$ cat src/vldc_pkg.sv
package vldc_pkg;

    // Pixels stored per captured row
    localparam int ROW_PIXELS = 128;

    // Event codes on req_type
    localparam logic [1:0] REQ_VSYNC = 2'd0;
    localparam logic [1:0] REQ_HSYNC = 2'd1;
    localparam logic [1:0] REQ_PIXEL = 2'd2;

    // Write kinds on write_kind
    localparam logic [1:0] WR_PIXEL = 2'd0;
    localparam logic [1:0] WR_READY = 2'd1;
    localparam logic [1:0] WR_FRAME = 2'd2;

    // Configuration register indexes
    localparam logic [1:0] CFG_FIRST_LINE  = 2'd0;
    localparam logic [1:0] CFG_STOP_LINE   = 2'd1;
    localparam logic [1:0] CFG_LINE_STEP   = 2'd2;
    localparam logic [1:0] CFG_SKIP_PIXELS = 2'd3;

    // Configuration reset values
    localparam logic [15:0] FIRST_LINE_RST  = 16'd90;
    localparam logic [15:0] STOP_LINE_RST   = 16'd290;
    localparam logic [7:0]  LINE_STEP_RST   = 8'd5;
    localparam logic [5:0]  SKIP_PIXELS_RST = 6'd6;

    localparam logic [7:0] READY_BYTE = 8'hff;
    localparam logic [7:0] MAX_ROWS   = 8'd255;

    typedef struct packed {
        logic [1:0] req_type;
        logic [7:0] pixel;
    } t_in;

    typedef struct packed {
        logic [1:0] write_kind;
        logic       buffer_sel;
        logic [7:0] row_index;
        logic [6:0] column_index;
        logic [7:0] write_value;
        logic       last;
    } t_out;

endpackage

$ cat src/video_line_decimating_capture_unit.sv
// Line-decimating frame grabber front end.
// Input channel (i_in_valid / o_in_ready / i_in_data): one video event per
// transaction: vertical sync, horizontal sync or a pixel byte.
// Output channel (o_out_valid / i_out_ready / o_out_data): memory writes into
// two ping-pong frame buffers; 'last' marks the final write caused by an event.
// Config port (i_cfg_we / i_cfg_index / i_cfg_data): register writes take
// effect on the next clock; write only while the block is idle.
// Timing: an event is evaluated in the cycle it is accepted; its first write
// is presented on the next cycle, the remaining ones one per cycle after while
// the receiver accepts. Throughput: one event per cycle while each event causes
// at most one write and the receiver accepts. A vertical sync causes three writes,
// the last pixel of a row two, as the 3-entry result queue drains one per cycle.
// Reset (synchronous, active low) clears the counters, the frame number and
// the queue, and loads the default window of lines 90 to 289 (stop line 290), step 5, skip 6.
// When the receiver stalls the queue holds; a new event is taken only when
// the queue is empty or its final write leaves in the same cycle.
module video_line_decimating_capture_unit (
    input  logic                i_clk,
    input  logic                i_rst_n,
    input  logic                i_in_valid,
    output logic                o_in_ready,
    input  vldc_pkg::t_in       i_in_data,
    output logic                o_out_valid,
    input  logic                i_out_ready,
    output vldc_pkg::t_out      o_out_data,
    input  logic                i_cfg_we,
    input  logic [1:0]          i_cfg_index,
    input  logic [15:0]         i_cfg_data
);

    logic [15:0] r_first_line;
    logic [15:0] r_stop_line;
    logic [7:0]  r_line_step;
    logic [5:0]  r_skip_pixels;

    logic [15:0] r_line_count,     n_line_count;
    logic [7:0]  r_frame_number,   n_frame_number;
    logic [7:0]  r_step_phase,     n_step_phase;
    logic [7:0]  r_captured_rows,  n_captured_rows;
    logic        r_capture_armed,  n_capture_armed;
    logic [7:0]  r_current_row,    n_current_row;
    logic [7:0]  r_pixel_position, n_pixel_position;

    vldc_pkg::t_out r_res [3];
    vldc_pkg::t_out n_res [3];
    logic [1:0]     r_cnt;
    logic [1:0]     n_num;

    logic in_acc;
    logic out_acc;

    // hsync helpers
    logic       at_first;
    logic [7:0] phase_eff;
    logic [7:0] rows_eff;
    logic [8:0] phase_inc;
    // pixel helpers
    logic [7:0] col;
    logic [8:0] col_inc;
    logic [7:0] frame_inc;

    assign o_in_ready  = (r_cnt == 2'd0) || ((r_cnt == 2'd1) && i_out_ready);
    assign in_acc      = i_in_valid && o_in_ready;
    assign o_out_valid = (r_cnt != 2'd0);
    assign o_out_data  = r_res[0];
    assign out_acc     = o_out_valid && i_out_ready;

    assign at_first  = (r_line_count == r_first_line);
    assign phase_eff = at_first ? 8'd0 : r_step_phase;
    assign rows_eff  = at_first ? 8'd0 : r_captured_rows;
    assign phase_inc = {1'b0, phase_eff} + 9'd1;
    assign col       = r_pixel_position - {2'b00, r_skip_pixels};
    assign col_inc   = {1'b0, col} + 9'd1;
    assign frame_inc = r_frame_number + 8'd1;

    always_comb begin
        n_line_count     = r_line_count;
        n_frame_number   = r_frame_number;
        n_step_phase     = r_step_phase;
        n_captured_rows  = r_captured_rows;
        n_capture_armed  = r_capture_armed;
        n_current_row    = r_current_row;
        n_pixel_position = r_pixel_position;
        n_num            = 2'd0;
        for (int k = 0; k < 3; k++) begin
            n_res[k] = '0;
        end

        unique case (i_in_data.req_type)
            vldc_pkg::REQ_VSYNC: begin
                n_res[0].write_kind  = vldc_pkg::WR_READY;
                n_res[0].buffer_sel  = r_frame_number[0];
                n_res[0].write_value = vldc_pkg::READY_BYTE;
                n_res[1].write_kind  = vldc_pkg::WR_FRAME;
                n_res[1].buffer_sel  = frame_inc[0];
                n_res[1].write_value = frame_inc;
                n_res[2].write_kind  = vldc_pkg::WR_READY;
                n_res[2].buffer_sel  = frame_inc[0];
                n_res[2].last        = 1'b1;
                n_num                = 2'd3;
                n_frame_number       = frame_inc;
                n_line_count         = '0;
                n_step_phase         = '0;
                n_captured_rows      = '0;
                n_capture_armed      = 1'b0;
                n_pixel_position     = '0;
            end
            vldc_pkg::REQ_HSYNC: begin
                n_capture_armed  = 1'b0;
                n_pixel_position = '0;
                n_step_phase     = phase_eff;
                n_captured_rows  = rows_eff;
                if ((r_line_count >= r_first_line) && (r_line_count < r_stop_line) &&
                    (phase_eff == 8'd0) && (rows_eff < vldc_pkg::MAX_ROWS)) begin
                    n_capture_armed = 1'b1;
                    n_current_row   = rows_eff;
                    n_captured_rows = rows_eff + 8'd1;
                end
                if (r_line_count >= r_first_line) begin
                    // zero step compares true here, so it behaves as step 1
                    n_step_phase = (phase_inc >= {1'b0, r_line_step}) ? 8'd0
                                                                      : phase_inc[7:0];
                end
                n_line_count = r_line_count + 16'd1;
            end
            vldc_pkg::REQ_PIXEL: begin
                if (r_capture_armed) begin
                    n_pixel_position = r_pixel_position + 8'd1;
                    if (r_pixel_position >= {2'b00, r_skip_pixels}) begin
                        n_res[0].write_kind   = vldc_pkg::WR_PIXEL;
                        n_res[0].buffer_sel   = r_frame_number[0];
                        n_res[0].row_index    = r_current_row;
                        n_res[0].column_index = col[6:0];
                        n_res[0].write_value  = i_in_data.pixel;
                        if (col_inc >= 9'(vldc_pkg::ROW_PIXELS)) begin
                            // row complete: ready byte carries the row number
                            n_res[1].write_kind  = vldc_pkg::WR_READY;
                            n_res[1].buffer_sel  = r_frame_number[0];
                            n_res[1].write_value = r_current_row;
                            n_res[1].last        = 1'b1;
                            n_num                = 2'd2;
                            n_capture_armed      = 1'b0;
                            n_pixel_position     = '0;
                        end else begin
                            n_res[0].last = 1'b1;
                            n_num         = 2'd1;
                        end
                    end
                end
            end
            default: begin
            end
        endcase
    end

    always_ff @(posedge i_clk) begin
        if (!i_rst_n) begin
            r_first_line     <= vldc_pkg::FIRST_LINE_RST;
            r_stop_line      <= vldc_pkg::STOP_LINE_RST;
            r_line_step      <= vldc_pkg::LINE_STEP_RST;
            r_skip_pixels    <= vldc_pkg::SKIP_PIXELS_RST;
            r_line_count     <= '0;
            r_frame_number   <= '0;
            r_step_phase     <= '0;
            r_captured_rows  <= '0;
            r_capture_armed  <= 1'b0;
            r_current_row    <= '0;
            r_pixel_position <= '0;
            r_cnt            <= '0;
        end else begin
            if (i_cfg_we) begin
                unique case (i_cfg_index)
                    vldc_pkg::CFG_FIRST_LINE:  r_first_line  <= i_cfg_data;
                    vldc_pkg::CFG_STOP_LINE:   r_stop_line   <= i_cfg_data;
                    vldc_pkg::CFG_LINE_STEP:   r_line_step   <= i_cfg_data[7:0];
                    vldc_pkg::CFG_SKIP_PIXELS: r_skip_pixels <= i_cfg_data[5:0];
                    default: begin
                    end
                endcase
            end
            if (in_acc) begin
                r_line_count     <= n_line_count;
                r_frame_number   <= n_frame_number;
                r_step_phase     <= n_step_phase;
                r_captured_rows  <= n_captured_rows;
                r_capture_armed  <= n_capture_armed;
                r_current_row    <= n_current_row;
                r_pixel_position <= n_pixel_position;
                r_cnt            <= n_num;
            end else if (out_acc) begin
                r_cnt <= r_cnt - 2'd1;
            end
        end
    end

    // result queue payload; head is entry 0
    always_ff @(posedge i_clk) begin
        if (in_acc) begin
            for (int k = 0; k < 3; k++) begin
                r_res[k] <= n_res[k];
            end
        end else if (out_acc) begin
            r_res[0] <= r_res[1];
            r_res[1] <= r_res[2];
        end
    end

endmodule
$ cat config.mk
export PLATFORM = sky130hd
export DESIGN_NAME = video_line_decimating_capture_unit
export DESIGN_NICKNAME = d
export VERILOG_FILES = /design/src/vldc_pkg.sv /design/src/video_line_decimating_capture_unit.sv
export SDC_FILE = /design/constraint.sdc
export NUM_CORES = 1
export LEC_CHECK = 0
export BUFFER_PORTS_ARGS = -buffer_cell sky130_fd_sc_hd__buf_2
export CAP_MARGIN = 25
export CORE_MARGIN = 3
export CORE_UTILIZATION = 30
export DETAILED_ROUTE_END_ITERATION = 10
export PLACE_DENSITY_LB_ADDON = 0.08
export SETUP_SLACK_MARGIN = 0.5
export SYNTH_ARGS = -nofsm -noshare
export SYNTH_HDL_FRONTEND = slang
export SYNTH_SLANG_ARGS = --single-unit
$ cat constraint.sdc
create_clock -name i_clk -period 4.6 [get_ports i_clk]
set_input_delay 0.92 -clock i_clk [delete_from_list [all_inputs] [get_ports i_clk]]
set_output_delay 0.92 -clock i_clk [all_outputs]
set_load 0.01 [all_outputs]
==> results.toml <==
[yosys]
synth_area_leader_cell = "dfxtp_1"
synth_edf_count = 41
synth_compound_area_frac = 0.1794
post_synth_inst_count = 914
ys_warn_count = 0
synth_top_family_by_area = "simple AND/OR/NAND/NOR gates"
postSynthAreaPerCell_um2 = 8.838
synth_simple_gate_area_frac = 0.2060
synth-adder-area-share = 0.09077
synth_seq_cells = 146
syn_area_um2 = 8078
synthXorXnorAreaFrac = 0.03253
netlist.area_leader.share = 0.2602
seq_area_frac_synth = 0.4126
synthMuxAreaShare = 0.008674
synthFlopType = "dfxtp_1"
netlist_top_cells_area = "dfxtp_1 (26%), edfxtp_1 (15%), ha_1 (8.8%), nand2_1 (6.8%), a21boi_0 (3.6%)"
syn_nets = 1005
synth.distinct_cells = 74
synth-async-reset-ratio = 0

[power]
power-per-cell-area_nw_per_um2 = 359.9
ir_worst_vdd_mv = 0.2013
p_leak_uw = 0.003725

[worst_setup_path]
critPathCaptureType = "register"
cp_common_cell = "ha_1"
startpoint_type = "register"
worstSetupPathType = "register to register"
worstPathBufferInverterCount = 1
crit_fanout = 7
cpMaxStageDelayCell = "or4_4"
critPathRequiredTime_ns = 4.91
crit_family = "simple AND/OR/NAND/NOR gates"
cp_cell_sequence = "ha_1 > nand4_1 > or4_4 > buf_12 > and2_1 > ha_1 > nand3_1 > o211ai_1 > a2111oi_4 > o211ai_4 > or4_1 > a32oi_1 > nand2_1"
slowest_delay_ns = 0.62
crit_arrival_ns = 4.24

[timing]
fmax_mhz = 254.9
drv_slew = 0
hold_violations = 0
tns_ns = 0
min_period_over_period = 0.8528
relSlewSlack = 0.3494
finClkSkew_ns = 0.01401
setup_viol = 0
rsz0062_at_grt = "yes"
worstMarginPinSlew_ns = 0.9724
period_minus_slack_ns = 3.923

[drt]
routed_wl_mm = 20.40
drc = 0
route.met2.wl_mm = 8.983
drt-met1-wl_mm = 10.11
wire_per_inst_um = 15.72
routed.top_layer = "met4"
via_count = 6314
drtAntennaViolNets = 0
dr.pass1.iters = 6
wl_met3_um = 884
vias_per_cell = 4.864
drt_iter0_markers = 314

[die]
io_pins = 62
row_count = 59
core_um2 = 26280
start_util = 0.3074
design.die.area_um2 = 28930
die_h_um = 170.1
die_w_um = 170.1

[global_route]
grt_pass1_wl_mm = 32.81
grt.total_usage = 0.1416
grt-ovfl-total = 0
grt_pass1_vias = 6026
antenna_found_initial = 0
grt_max_degree = 62

[layout]
num-nets-final = 1041
multi_input_area_um2 = 4200
syn_to_final_growth_pct = 14.41
final_cells = 1298
drive_gt1_frac = 0.1402
register_area_um2 = 3334
diodes = 0
n_fill_cell = 2754

[placement]
dpl.hpwl_mm = 14.30
gp_congestion = 0.7907
place_inst = 1254
io_buffers = 61

[clock_tree]
clk_pin_slew_ns = 0.07
h-tree-depth = 4
cts_tree = "yes"
cts.sink_count = 146
cts_buffers = 17
max-clock-path-buffers = 2
worstSkewPairLatency_ns = 0.43
ctsHoldBuffers = 0
root_buffer = "clkbuf_16"

[min_path]
hold_class = "register to register"

[run_status]
status = "finished, final reports clean"

[run]
maxCapViolCount = 0
flip-flops by register name (all words and copies together), names as in the netlist:
| signal | cells |
|---|---|
| r_captured_rows | 8 |
| r_frame_number | 8 |
| r_first_line | 16 |
| r_line_count | 16 |
| r_res | 41 |
| r_skip_pixels | 6 |
| r_current_row | 8 |
| r_line_step | 8 |
| r_capture_armed | 1 |
| r_cnt | 2 |
| r_pixel_position | 8 |
| r_stop_line | 16 |
| r_step_phase | 8 |
metrics by stage:
stage / setup WS (ns) / instance area [um2] / hold slack (ns) / util / power, uW
2_1_floorplan: 0.6539 / 8078 / 0.4386 / - / 1855
3_3_place_gp: 0.5642 / 8529 / 0.4552 / 0.3246 / 1953
3_5_place_dp: 0.5172 / 8529 / 0.4591 / 0.3246 / 1950
4_1_cts: 0.5833 / 9141 / 0.4678 / 0.3478 / 3382
5_1_grt: 0.4925 / 9241 / 0.4842 / 0.3516 / 3489
6_report: 0.6771 / 9241 / 0.4644 / 0.3516 / 3326
cell usage in the layout (no fill, tap or decap), types with 5 or more instances in the layout:
cell       instances
nand2_1          145
dfxtp_1          104
nor2_1            63
buf_2             61
inv_1             58
ha_1              57
edfxtp_1          41
o21ai_0           39
a21boi_0          39
nand3_1           35
a21oi_1           34
buf_4             18
clkbuf_16         17
xor2_1            16
and3_1            16
xnor2_1           14
and2_1            13
nor2b_1           13
nand4_1           12
o211ai_1          12
a22o_1             9
a22oi_1            9
or3_1              8
a21o_1             7
mux2i_1            7
a41o_1             6
a211oi_1           5
nor3_1             5
a31oi_1            5
inv_6              5
layer usage:
layer | vias to the layer above | global-route usage
met2 | 124 | 0.2246
li1 | 3291 | -
met4 | 0 | 0.04021
met5 | - | 0
met3 | 24 | 0.02927
met1 | 2875 | 0.1958
cell type report:
cell class	instances	share of cell area
multi-input cells	646	0.4545
flip-flops and latches	146	0.3608
repair buffers	81	0.05199
clock buffers	17	0.04603
well taps	335	0.04536
inverters	58	0.02356
clock inverters	15	0.01774
final timing paths:
check | startpoint | to | slack, ns | cells past startpoint
max reg2reg | r_line_count[3] | r_captured_rows[5] | 0.68 | 13
max | r_line_count[3] | r_captured_rows[5] | 0.68 | 13
min | r_stop_line[12] | r_stop_line[12] | 0.46 | 2
min reg2reg | r_stop_line[12] | r_stop_line[12] | 0.46 | 2
what timing repair did:
action / CTS / global route
pin swaps: 1 / 6
setup endpoints to repair: 1 / 23
gates resized for setup: 0 / 2
setup buffers: 3 / 8
cloned: 0 / 1
synthesized netlist by cell type, drive strengths merged (32+ instances only):
cell type and count:
a21boi 39, a21oi 34, buf 33, clkbuf 32, dfxtp 105, edfxtp 41
ha 57, inv 58, nand2 146, nand3 36, nor2 64, o21ai 42
report_power, final:
group / internal, uW / switching, uW / total [uW] / leakage (uW)
Clock: 772 / 640 / 1410 / 0.000282
Combinational: 133 / 284 / 417 / 0.00218
Sequential: 1470 / 30.9 / 1500 / 0.00127
cells by family (layout without fill, tap and decap cells):
kind of cell | Yosys count | after routing
AO/OA/AOI/OAI | 205 | 205
multiplexers | 7 | 7
buffers and inverters | 123 | 171
flip-flops | 146 | 146
AND/OR/NAND/NOR | 345 | 346
XOR/XNOR | 30 | 30
adder cells (fa/ha/maj) | 58 | 58
worst min-delay path: cells and delay by family (launching register included):
kind	cells	cell delay [ns]
AO/OA/AOI/OAI	1	0.06
flip-flops	1	0.31
AND/OR/NAND/NOR	1	0.04
Note: power is estimated with default switching activity, not from simulation.
